<file path="src/rtl/core/transmit_request_frame_builder_macros.svh">
// Assertion macros shared by the transmit-request frame builder RTL.
`ifndef TRANSMIT_REQUEST_FRAME_BUILDER_MACROS_SVH
`define TRANSMIT_REQUEST_FRAME_BUILDER_MACROS_SVH

`ifndef ASSERT_OFF
// Check that a condition implies another in the same cycle.
`define TRFB_ASSERT_IMPLY(label, clk, rst_n, cond, prop) \
    label: assert property (@(posedge clk) disable iff (!(rst_n)) (cond) |-> (prop)) \
        else $error("implication check failed");
// Check that a condition implies another in the next cycle.
`define TRFB_ASSERT_NEXT(label, clk, rst_n, cond, prop) \
    label: assert property (@(posedge clk) disable iff (!(rst_n)) (cond) |=> (prop)) \
        else $error("next-cycle check failed");
`else
`define TRFB_ASSERT_IMPLY(label, clk, rst_n, cond, prop)
`define TRFB_ASSERT_NEXT(label, clk, rst_n, cond, prop)
`endif

`endif

</file>
<file path="src/rtl/core/trfb_pkg.sv">
// Shared types and constants of the transmit-request frame builder.
`default_nettype none
package trfb_pkg;

    // Command queue depth between front and back
    localparam int CMD_DEPTH = 4;
    localparam int CMD_PTR_W = $clog2(CMD_DEPTH);
    localparam int CMD_CNT_W = $clog2(CMD_DEPTH + 1);

    // Fixed frame bytes
    localparam logic [7:0] START_DELIM  = 8'h7E;
    localparam logic [7:0] LEN_HI       = 8'h00;
    localparam logic [7:0] LEN_BASE     = 8'h0E;
    localparam logic [7:0] FRAME_TYPE   = 8'h10;
    localparam logic [7:0] FRAME_ID     = 8'h00;
    localparam logic [7:0] NET_ADDR_HI  = 8'hFF;
    localparam logic [7:0] NET_ADDR_LO  = 8'hFE;
    localparam logic [7:0] ZERO_BYTE    = 8'h00;

    // One classified item, handed from front to back
    typedef struct packed {
        logic        first;     // opens a frame: emit header
        logic        has_data;  // carries a payload byte
        logic        last;      // closes the frame: emit checksum
        logic [63:0] addr;
        logic [7:0]  len;
        logic [7:0]  data;
    } t_cmd;

    // Byte position within the work of one command
    typedef enum logic [4:0] {
        ST_SOF,
        ST_LEN_HI,
        ST_LEN_LO,
        ST_TYPE,
        ST_FID,
        ST_ADDR0,
        ST_ADDR1,
        ST_ADDR2,
        ST_ADDR3,
        ST_ADDR4,
        ST_ADDR5,
        ST_ADDR6,
        ST_ADDR7,
        ST_NET_HI,
        ST_NET_LO,
        ST_RADIUS,
        ST_OPTIONS,
        ST_DATA,
        ST_CSUM
    } t_step;

endpackage
`default_nettype wire

</file>
<file path="src/rtl/core/trfb_front.sv">
// Front end: accepts items, tracks the open frame and classifies each beat.
`default_nettype none
module trfb_front (
    input  wire             i_clk,
    input  wire             i_rst_n,
    input  wire             i_push,
    input  wire             i_q_full,
    input  wire      [63:0] i_dest_address,
    input  wire      [7:0]  i_payload_length,
    input  wire      [7:0]  i_payload_byte,
    output logic            o_q_push,
    output trfb_pkg::t_cmd  o_cmd
);
    import trfb_pkg::*;

    logic [7:0] r_left;
    logic [7:0] n_left;
    logic       first;
    logic [7:0] left_after;

    // Classify the incoming beat against the open frame
    always_comb begin
        first      = (r_left == 8'd0);
        left_after = (first ? i_payload_length : r_left) - 8'd1;
        o_cmd.first    = first;
        o_cmd.has_data = !first || (i_payload_length != 8'd0);
        o_cmd.last     = o_cmd.has_data ? (left_after == 8'd0) : 1'b1;
        o_cmd.addr     = i_dest_address;
        o_cmd.len      = i_payload_length;
        o_cmd.data     = i_payload_byte;
        o_q_push       = i_push && !i_q_full;
        n_left         = r_left;
        if (o_q_push && o_cmd.has_data) begin
            n_left = left_after;
        end
    end

    // Advance the remaining payload count
    always_ff @(posedge i_clk) begin
        if (!i_rst_n) begin
            r_left <= 8'd0;
        end else begin
            r_left <= n_left;
        end
    end

endmodule
`default_nettype wire

</file>
<file path="src/rtl/core/trfb_cmd_fifo.sv">
// Short command queue between the front end and the byte sequencer.
`default_nettype none
`include "transmit_request_frame_builder_macros.svh"
module trfb_cmd_fifo (
    input  wire             i_clk,
    input  wire             i_rst_n,
    input  wire             i_push,
    input  trfb_pkg::t_cmd  i_cmd,
    input  wire             i_pop,
    output logic            o_full,
    output logic            o_empty,
    output trfb_pkg::t_cmd  o_cmd
);
    import trfb_pkg::*;

    t_cmd                 r_mem [CMD_DEPTH];
    logic [CMD_PTR_W-1:0] r_wr;
    logic [CMD_PTR_W-1:0] r_rd;
    logic [CMD_CNT_W-1:0] r_cnt;

    assign o_full  = (r_cnt == CMD_CNT_W'(CMD_DEPTH));
    assign o_empty = (r_cnt == '0);
    assign o_cmd   = r_mem[r_rd];

    // Store pushed commands
    always_ff @(posedge i_clk) begin
        if (i_push) begin
            r_mem[r_wr] <= i_cmd;
        end
    end

    // Advance pointers and occupancy
    always_ff @(posedge i_clk) begin
        if (!i_rst_n) begin
            r_wr  <= '0;
            r_rd  <= '0;
            r_cnt <= '0;
        end else begin
            if (i_push) begin
                r_wr <= r_wr + CMD_PTR_W'(1);
            end
            if (i_pop) begin
                r_rd <= r_rd + CMD_PTR_W'(1);
            end
            case ({i_push, i_pop})
                2'b10:   r_cnt <= r_cnt + CMD_CNT_W'(1);
                2'b01:   r_cnt <= r_cnt - CMD_CNT_W'(1);
                default: r_cnt <= r_cnt;
            endcase
        end
    end

    `TRFB_ASSERT_IMPLY(a_no_pop_empty, i_clk, i_rst_n, i_pop, !o_empty)

endmodule
`default_nettype wire

</file>
<file path="src/rtl/core/trfb_back.sv">
// Back end: steps through the bytes of each command into the output register.
`default_nettype none
`include "transmit_request_frame_builder_macros.svh"
module trfb_back (
    input  wire             i_clk,
    input  wire             i_rst_n,
    input  wire             i_q_empty,
    input  trfb_pkg::t_cmd  i_cmd,
    output logic            o_q_pop,
    input  wire             i_pop,
    output logic            o_empty,
    output logic     [7:0]  o_out_byte,
    output logic            o_frame_end
);
    import trfb_pkg::*;

    t_step      r_step;
    t_step      n_step;
    logic       r_started;
    logic       n_started;
    logic [7:0] r_sum;
    logic [7:0] n_sum;
    logic       r_out_valid;
    logic [7:0] r_out_byte;
    logic       r_out_end;

    t_step      step;
    logic       load;
    logic       emit;
    logic       done;
    logic [7:0] byte_val;

    // Pick the current byte position and its value
    always_comb begin
        if (r_started) begin
            step = r_step;
        end else if (i_cmd.first) begin
            step = ST_SOF;
        end else begin
            step = ST_DATA;
        end
        case (step)
            ST_SOF:     byte_val = START_DELIM;
            ST_LEN_HI:  byte_val = LEN_HI;
            ST_LEN_LO:  byte_val = LEN_BASE + i_cmd.len;
            ST_TYPE:    byte_val = FRAME_TYPE;
            ST_FID:     byte_val = FRAME_ID;
            ST_ADDR0:   byte_val = i_cmd.addr[63:56];
            ST_ADDR1:   byte_val = i_cmd.addr[55:48];
            ST_ADDR2:   byte_val = i_cmd.addr[47:40];
            ST_ADDR3:   byte_val = i_cmd.addr[39:32];
            ST_ADDR4:   byte_val = i_cmd.addr[31:24];
            ST_ADDR5:   byte_val = i_cmd.addr[23:16];
            ST_ADDR6:   byte_val = i_cmd.addr[15:8];
            ST_ADDR7:   byte_val = i_cmd.addr[7:0];
            ST_NET_HI:  byte_val = NET_ADDR_HI;
            ST_NET_LO:  byte_val = NET_ADDR_LO;
            ST_RADIUS:  byte_val = ZERO_BYTE;
            ST_OPTIONS: byte_val = ZERO_BYTE;
            ST_DATA:    byte_val = i_cmd.data;
            ST_CSUM:    byte_val = ~r_sum;
            default:    byte_val = ZERO_BYTE;
        endcase
    end

    // Sequence the next position, the checksum and the queue pop
    always_comb begin
        load      = !r_out_valid || i_pop;
        emit      = !i_q_empty && load;
        n_step    = r_step;
        n_started = r_started;
        n_sum     = r_sum;
        done      = 1'b0;
        case (step)
            ST_OPTIONS: n_step = i_cmd.has_data ? ST_DATA : ST_CSUM;
            ST_DATA: begin
                n_step = ST_CSUM;
                done   = !i_cmd.last;
            end
            ST_CSUM:    done   = 1'b1;
            default:    n_step = t_step'(step + 5'd1);
        endcase
        if (emit) begin
            n_started = !done;
            if (step == ST_TYPE) begin
                n_sum = FRAME_TYPE;
            end else if (step inside {[ST_FID:ST_DATA]}) begin
                n_sum = r_sum + byte_val;
            end
        end
        o_q_pop = emit && done;
    end

    // Hold sequencer state
    always_ff @(posedge i_clk) begin
        if (!i_rst_n) begin
            r_step    <= ST_SOF;
            r_started <= 1'b0;
            r_sum     <= 8'd0;
        end else if (emit) begin
            r_step    <= n_step;
            r_started <= n_started;
            r_sum     <= n_sum;
        end
    end

    // Output register: load when free or being drained
    always_ff @(posedge i_clk) begin
        if (!i_rst_n) begin
            r_out_valid <= 1'b0;
        end else if (load) begin
            r_out_valid <= emit;
        end
    end

    always_ff @(posedge i_clk) begin
        if (emit) begin
            r_out_byte <= byte_val;
            r_out_end  <= (step == ST_CSUM);
        end
    end

    assign o_empty     = !r_out_valid;
    assign o_out_byte  = r_out_byte;
    assign o_frame_end = r_out_end;

    `TRFB_ASSERT_IMPLY(a_started_has_cmd, i_clk, i_rst_n, r_started, !i_q_empty)
    `TRFB_ASSERT_NEXT(a_csum_flags_end, i_clk, i_rst_n, emit && (step == ST_CSUM), r_out_end && r_out_valid)
    `TRFB_ASSERT_IMPLY(a_pop_only_done, i_clk, i_rst_n, o_q_pop, emit && (step == ST_DATA || step == ST_CSUM))

endmodule
`default_nettype wire

</file>
<file path="src/rtl/core/transmit_request_frame_builder.sv">
// Top level of the transmit-request frame builder.
//
// Input channel (push/full): one beat per payload byte. The beat that opens
// a frame also supplies the destination address and payload length; later
// beats of the frame carry only the payload byte. A zero length opens and
// closes a frame in one beat with no payload.
// Result channel (empty/pop): one frame byte per beat, in transmit order;
// o_frame_end marks the checksum byte.
// The first byte of a beat passes the command queue and then the output
// register on its way to the result ports.
// A frame-opening beat yields 18 or 19 bytes; any other beat yields one
// byte, or two on the frame's last beat. The back-end sequencer emits one
// byte per cycle while the receiver keeps popping.
// A four-entry command queue decouples the front from the sequencer, so up
// to three further input beats are taken while a header is streamed out.
// Reset (synchronous, active low) empties the queue and output register
// and closes any open frame.
// When the receiver stops popping, the output byte holds, the sequencer
// stalls, and full rises once the command queue fills.
`default_nettype none
module transmit_request_frame_builder (
    input  wire        i_clk,
    input  wire        i_rst_n,
    input  wire        push,
    output logic       full,
    input  wire [63:0] i_dest_address,
    input  wire [7:0]  i_payload_length,
    input  wire [7:0]  i_payload_byte,
    output logic       empty,
    input  wire        pop,
    output logic [7:0] o_out_byte,
    output logic       o_frame_end
);
    import trfb_pkg::*;

    t_cmd front_cmd;
    t_cmd head_cmd;
    logic q_push;
    logic q_pop;
    logic q_full;
    logic q_empty;

    assign full = q_full;

    // Classify beats
    trfb_front u_front (
        .i_clk            (i_clk),
        .i_rst_n          (i_rst_n),
        .i_push           (push),
        .i_q_full         (q_full),
        .i_dest_address   (i_dest_address),
        .i_payload_length (i_payload_length),
        .i_payload_byte   (i_payload_byte),
        .o_q_push         (q_push),
        .o_cmd            (front_cmd)
    );

    // Queue classified commands
    trfb_cmd_fifo u_fifo (
        .i_clk   (i_clk),
        .i_rst_n (i_rst_n),
        .i_push  (q_push),
        .i_cmd   (front_cmd),
        .i_pop   (q_pop),
        .o_full  (q_full),
        .o_empty (q_empty),
        .o_cmd   (head_cmd)
    );

    // Stream frame bytes
    trfb_back u_back (
        .i_clk       (i_clk),
        .i_rst_n     (i_rst_n),
        .i_q_empty   (q_empty),
        .i_cmd       (head_cmd),
        .o_q_pop     (q_pop),
        .i_pop       (pop),
        .o_empty     (empty),
        .o_out_byte  (o_out_byte),
        .o_frame_end (o_frame_end)
    );

endmodule
`default_nettype wire
</file>
<file path="config.mk">
export PLATFORM = sky130hd
export DESIGN_NAME = transmit_request_frame_builder
export DESIGN_NICKNAME = d
export VERILOG_FILES = /design/src/rtl/core/trfb_pkg.sv /design/src/rtl/core/trfb_front.sv /design/src/rtl/core/trfb_cmd_fifo.sv /design/src/rtl/core/trfb_back.sv /design/src/rtl/core/transmit_request_frame_builder.sv
export VERILOG_INCLUDE_DIRS = /design/src /design/src/rtl/core
export SDC_FILE = /design/constraint.sdc
export NUM_CORES = 1
export LEC_CHECK = 0
export ABC_AREA = 1
export CORE_MARGIN = 10
export CORE_UTILIZATION = 40
export DETAILED_ROUTE_END_ITERATION = 8
export DONT_BUFFER_PORTS = 1
export GPL_ROUTABILITY_DRIVEN = 0
export GPL_TIMING_DRIVEN = 0
export SLEW_MARGIN = 5
export SYNTH_ARGS = -nofsm -noshare
export SYNTH_HDL_FRONTEND = slang
export SYNTH_SLANG_ARGS = --single-unit
</file>
<file path="constraint.sdc">
create_clock -name i_clk -period 4.6 [get_ports i_clk]
set_input_delay 0.46 -clock i_clk [delete_from_list [all_inputs] [get_ports i_clk]]
set_output_delay 0.46 -clock i_clk [all_outputs]
set_load 0.01 [all_outputs]
</file>
==> results of run 1 <==
per-stage QoR:
step | hold slack [ns] | worst slack (ns) | TNS, ns | util | cells
global route | 0.0500 | -0.0418 | -0.0418 | 0.486 | 2036
floorplan | 0.442 | -0.228 | -75.54 | - | 1345
finish | 0.0622 | 0.234 | 0 | 0.487 | 2037
detailed placement | 0.458 | 0.0594 | 0 | 0.430 | 1876
CTS | 0.000240 | 0.0317 | 0 | 0.485 | 2029
global placement | 0.456 | -3.49 | -1128.19 | 0.422 | 1863
final cells by class:
cell class                 instances  area (um2)
antenna                            3        7.51
buffer                            58         315
clock buffer                      45        1040
clock inverter                    28         284
fill                            3463       19900
inverter                         106         398
multi-input combinational        808        4160
sequential                       373       10900
tap                              518         648
timing repair buffer              98        1110
kinds of logic after synthesis:
kind of cell,count (synthesis)
AOI/OAI and AO/OA,311
xor gates and xnor gates,13
adders and majority gates,21
buffers and inverters,164
DFF,373
and+or+nand+nor,463
routing by layer:
metal  wire length, um  global-route usage
met1             18500               0.237
met2             21100               0.299
met3              3320              0.0423
met4              1400              0.0680
met5                13                   0
registers in the layout, summed over array words and instances (netlist names), named ones only:
| name | cells |
|---|---|
| u_back.o_frame_end | 1 |
| u_front.r_left | 8 |
| u_back.r_out_valid | 1 |
| u_back.o_out_byte | 8 |
| u_fifo.r_rd | 2 |
| u_back.r_step | 5 |
| u_fifo.r_wr | 2 |
| u_fifo.r_mem | 332 |
| u_back.r_started | 1 |
| u_back.r_sum | 8 |
| u_fifo.r_cnt | 3 |
critical path: cells and delay by family, from the launching register on:
family / cells / cell delay [ns]
AND/OR/NAND/NOR: 11 / 1.48
AO/OA/AOI/OAI: 6 / 0.86
buffers and inverters: 8 / 0.84
adder cells (fa/ha/maj): 2 / 0.59
XOR/XNOR: 1 / 0.14
flip-flops: 1 / 0.32
what timing repair did:
action	4_1_cts	5_1_grt
setup endpoints to repair	0	3
endpoints found under the hold margin	306	12
hold buffers	80	5
gates resized for setup	0	5
how the worst max path moves through the flow:
stage / slack, ns / endpoint / depth (start not counted)
3_5_place_dp: 0.06 / u_back.r_sum[7] / 25
2_1_floorplan: -0.23 / u_fifo.r_mem[0][0] / 4
5_1_grt: -0.04 / u_back.r_sum[6] / 28
3_3_place_gp: -3.49 / u_fifo.r_mem[3][16] / 5
4_1_cts: 0.03 / u_back.r_sum[7] / 25
6_report: 0.23 / u_back.r_sum[6] / 28
power by group through the flow:
stage          clock (mW)  sequential [mW]  combinational [mW]
3_5_place_dp            0             4.35                2.46
4_1_cts              3.30             4.28                2.56
5_1_grt              3.44             4.31                2.86
6_report             3.25             4.28                2.60
2_1_floorplan           0             4.31                1.69
3_3_place_gp            0             4.40                2.37
cell usage in the layout, fill, tap and decap left out, types with 7 or more instances in the layout:
cell	synthesis	layout
a21oi_1	72	72
buf_12	0	11
buf_2	21	21
buf_6	8	8
clkbuf_1	22	26
clkbuf_16	0	41
clkinv_1	0	12
clkinv_2	0	7
dfxtp_1	32	32
dlygate4sd3_1	0	85
edfxtp_1	341	341
ha_1	19	19
inv_1	91	91
inv_2	15	15
nand2_1	167	165
nand3_1	44	44
nand4_1	13	13
nor2_1	203	198
nor2_4	3	7
nor3_1	11	11
o21ai_0	147	147
o21ai_1	16	16
o22ai_1	43	43
xor2_1	11	11
==> impl_metrics.csv, run 1 <==
group,metric,value,unit
yosys,synthSimpleGateAreaFrac,0.126,
placement,dpl.hpwl,30.6,mm
yosys,synth_common_cells,"edfxtp_1, nor2_1, nand2_1, o21ai_0, inv_1",
yosys,synth.most_common_cell,"edfxtp_1",
detailed_routing,drc,0,
setup_path,critPathLaunchType,"flip-flop",
power,p_leak,6.90,nW
yosys,synthXorXnorAreaFrac,0.00725,
yosys,synth_top_area_cell,"edfxtp_1",
global_route,grt_pass1_wl,66.3,mm
power,powerDensity,538,nW/um2
yosys,muxShareOfSynthArea,0,
detailed_routing,vias_per_cell,5.36,
power,p_comb_frac,0.257,
sta,min_period,4.37,ns
sta,worstMarginPinSlew,0.887,ns
cts,clk_pin_slew,0.06,ns
cts,clock-sinks,373,
setup_path,crit_fanout,10,
cts,cts_made_buffers,40,
setup_path,max_stage_delay,0.41,ns
detailed_routing,vias,10915,
yosys,ys.flop_type,"edfxtp_1",
setup_path,r2r_cells,28,
finish,fin_nets,1590,
detailed_routing,drtIter0Drc,1144,
detailed_routing,drt_wl_total,44.3,mm
floorplanning,die_area,47600,um2
outcome,outcome,"completed",
hold_path,hp-class,"in2reg",
hold_path,holdPathEnd,"u_front.r_left[7]",
sta,period_share,0.949,
sta,slew_violations,0,
yosys,synth_cell_types,47,
global_route,grt-ovfl-total,0,
floorplanning,die_h,218,um
setup_path,cp_slowest_cell,"nor4_2",
placement,placed_cell_area,16600,um2
power,ir_worst_vdd,0.248,mV
yosys,synth_top_cell_area_share,0.652,
setup_path,crit_type,"reg2reg",
cts,cts_setup_buffers,0,
floorplanning,core,38700,um2
hold_path,hold_depth,2,
sta,hold_viol_final,0,
global_route,grt_usage,0.184,
yosys,synthCells,1345,
floorplanning,die_w,218,um
floorplanning,fp-row-count,72,
yosys,synth_area_leaders,"edfxtp_1, nor2_1, o21ai_0",
power,power,10.1,mW
yosys,synth_seq_cells,373,
hold_path,hp-start,"i_rst_n",
yosys,synthesis.nets,1450,
cts,cts_tree,"built",
detailed_routing,drtAntennaViolNets,0,
power,p_switching,3.31,mW
yosys,synth_top_family_by_area,"simple AND/OR/NAND/NOR gates",
sta,skew,0.0261,ns
yosys,yosysWarnings,0,
global_route,grt_pass1_vias,10712,
finish,final_area,18800,um2
yosys,async_flop_share,0,
detailed_routing,wire_per_inst,21.8,um
yosys,synth_edf_count,341,
cts,h-tree-depth,2,
floorplanning,io_pins,95,
setup_path,crit_arrival,4.78,ns
power,sw_frac_of_total,0.326,
floorplanning,initial_core_util,0.405,
sta,setup_viol,0,
finish,syn_to_final_growth,20.1,%
finish,layout-drive-gt1-share,0.100,
yosys,synth_area,15700,um2
sta,max_freq,0.229,GHz
run,maxCapViolations,0,
yosys,synth-compound-area-share,0.111,
global_route,grt_max_degree,28,
setup_path,worst-r2r-setup-slack,0.23,ns
yosys,syn_area_per_cell,11.7,um2
yosys,synthAdderAreaFrac,0.0177,
placement,portBuffers,0,
cts,insertion_delay,0.56,ns
power,p_int,6.83,mW
sta,slew_headroom,0.406,
cts,cts_buffer_depth,3,
power,power_frac_seq,0.422,
setup_path,end_kind,"flip-flop",
setup_path,required,5.02,ns
power,pwr-share-clk,0.321,
yosys,ys_seq_area_frac,0.693,
setup_path,r2r-end,"u_back.r_sum[6]",
detailed_routing,firstDrtPassIters,5,
setup_path,path_common_cell,"inv_1",
global_route,antenna_found_initial,3,
cts,cts_root_buf,"clkbuf_16",
No activity file was read; power rests on OpenSTA's default activity.
==> run 2: changes to the inputs <==
--- a/config.mk
+++ b/config.mk
@@ -7,6 +7,7 @@
 export NUM_CORES = 1
 export LEC_CHECK = 0
 export ABC_AREA = 1
+export CORE_ASPECT_RATIO = 0.9
 export CORE_MARGIN = 10
 export CORE_UTILIZATION = 40
 export DETAILED_ROUTE_END_ITERATION = 8
==> run 2 against run 1 <==
Effect of this change: worst hold slack got worse by 0.0018 ns; routed wire length increased by 0.58%; register-to-register slack gained 0.11 ns; combinational power about the same; non-clock buffer count shrank 3; global-route usage fell by 0.13 points; final cell count about the same; largest cell class unchanged; highest routed layer unchanged.
==> impl_metrics.csv, run 2 (same netlist as run 1, synthesis figures left out) <==
group,metric,value,unit
placement,portBuffers,0,
floorplanning,core,38500,um2
power,ir_worst_vdd,0.308,mV
setup_path,critPathLaunchType,"flip-flop",
finish,largest_register,"u_fifo.r_mem",
run,maxCapViolations,0,
sta,slew_violations,0,
global_route,grt_usage,0.183,
finish,fillers,3404,
setup_path,critPathCapture,"u_back.r_sum[7]",
finish,layout_commonest_cell,"edfxtp_1",
global_route,grt_pass1_wl,66.4,mm
cts,cts_made_buffers,39,
setup_path,cp_slowest_cell,"ha_1",
finish,layout-drive-gt1-share,0.100,
global_route,grt-ovfl-total,0,
setup_path,worst-path-stages,29,
cts,h-tree-depth,2,
finish,syn_to_final_growth,19.6,%
detailed_routing,vias,10974,
cts,cts_root_buf,"clkbuf_16",
global_route,antenna_found_initial,1,
sta,period_share,0.926,
power,powerDensity,533,nW/um2
floorplanning,die_area,47600,um2
finish,largest_reg_flops,332,
setup_path,end_kind,"flip-flop",
detailed_routing,drc,0,
setup_path,worst-r2r-setup-slack,0.34,ns
finish,layout.cells.non_filler,2036,
floorplanning,die_w,229,um
power,p_comb_frac,0.260,
detailed_routing,drtIter0Drc,1310,
outcome,outcome,"completed",
sta,worstMarginPinSlew,0.825,ns
sta,min_period,4.26,ns
power,p_switching,3.30,mW
finish,final_area,18800,um2
floorplanning,die_h,208,um
cts,cts_tree,"built",
global_route,grt_max_degree,28,
detailed_routing,drtAntennaViolNets,0,
power,sw_frac_of_total,0.330,
power,pwr-share-clk,0.311,
detailed_routing,vias_per_cell,5.39,
sta,setup_viol,0,
detailed_routing,wire_per_inst,21.9,um
global_route,grt_pass1_vias,10571,
sta,max_freq,0.235,GHz
hold_path,hp-class,"in2reg",
cts,clk_pin_slew,0.07,ns
power,power_frac_seq,0.430,
sta,skew,0.0298,ns
setup_path,critical-path-top-delay-family,"simple AND/OR/NAND/NOR gates",
setup_path,max_stage_delay,0.40,ns
sta,slew_headroom,0.450,
setup_path,r2r_cells,29,
finish,layout_common_cells,"edfxtp_1, nor2_1, nand2_1",
placement,dpl.hpwl,30.3,mm
setup_path,crit_buf_inv,7,
setup_path,path_common_cell,"nand2_1",
setup_path,crit_arrival,4.67,ns
setup_path,crit_type,"reg2reg",
power,p_int,6.70,mW
setup_path,r2r-end,"u_back.r_sum[7]",
detailed_routing,drt_wl_total,44.6,mm
sta,rsz0062_at_grt,"no",
setup_path,required,5.01,ns
detailed_routing,firstDrtPassIters,5,
cts,clock-sinks,373,
setup_path,crit_fanout,10,
sta,hold_viol_final,0,
floorplanning,initial_core_util,0.407,
floorplanning,fp-row-count,68,
cts,cts_buffer_depth,3,
floorplanning,io_pins,95,
cts,insertion_delay,0.56,ns
power,p_leak,6.85,nW
finish,fin_nets,1586,
placement,placedCellCount,1885,
placement,placed_cell_area,16700,um2
cts,cts_setup_buffers,0,
## run 2: worst min-delay path by stage
stage	from	end	slack, ns	cells past startpoint
after global placement	u_fifo.r_rd[1]	u_fifo.r_rd[1]	0.46	2
after CTS	i_rst_n	u_fifo.r_wr[0]	0.04	2
final	i_rst_n	u_back.r_step[4]	0.06	2
after floorplan	u_fifo.r_rd[1]	flip-flop	0.44	2
after detailed placement	u_back.r_sum[7]	u_back.r_sum[7]	0.46	2
after global routing	i_rst_n	u_back.r_step[4]	0.06	2
## run 2: layer usage
layer,vias up,track usage,share of wire
li1,5050,-,-
met5,-,0,0.00016
met3,90,0.0454,0.089
met2,460,0.284,0.45
met1,5372,0.246,0.42
met4,2,0.0653,0.032
## run 2: metrics by stage
stage	total power, mW	setup TNS [ns]	util	worst slack, ns	hold WS, ns
after CTS	10.0	0	0.487	0.241	0.0388
after global placement	6.76	-1133.19	0.424	-3.51	0.456
final	10.0	0	0.487	0.342	0.0603
after detailed placement	6.82	0	0.434	0.249	0.456
after global routing	10.5	0	0.487	0.0166	0.0586
after floorplan	6.01	-75.54	-	-0.228	0.442
## run 2: repair_timing
item                                    in CTS  in global routing
endpoints found under the setup margin       0                  2
gates resized for setup                      0                  3
hold endpoints to repair                   320                  0
hold buffers                                80                  0
## run 2: layout make-up
class                           count  area (um2)  share of cell area
Clock inverter                     20         201              0.0107
Multi-Input combinational cell    808        4150               0.221
Sequential cell                   373       10900               0.579
Buffer                             58         315              0.0168
Inverter                          106         398              0.0212
Antenna cell                        1        2.50            0.000133
Clock buffer                       50        1050              0.0558
Tap cell                          525         657              0.0350
Timing Repair Buffer               95        1120              0.0598
## run 2: worst reg2reg max path, delay by kind of cell (launching register included)
family / cells / cell delay, ns
compound gates: 5 / 0.80
fa+ha+maj: 2 / 0.59
simple gates: 14 / 1.44
flops: 1 / 0.34
xor+xnor: 1 / 0.20
buf+inv: 7 / 0.75
## run 2: power groups by stage
| stage | clock (mW) | combinational (mW) | sequential [mW] |
|---|---|---|---|
| 2_1_floorplan | 0 | 1.69 | 4.31 |
| 3_3_place_gp | 0 | 2.35 | 4.41 |
| 3_5_place_dp | 0 | 2.45 | 4.36 |
| 4_1_cts | 3.16 | 2.56 | 4.29 |
| 5_1_grt | 3.29 | 2.86 | 4.32 |
| 6_report | 3.11 | 2.60 | 4.30 |
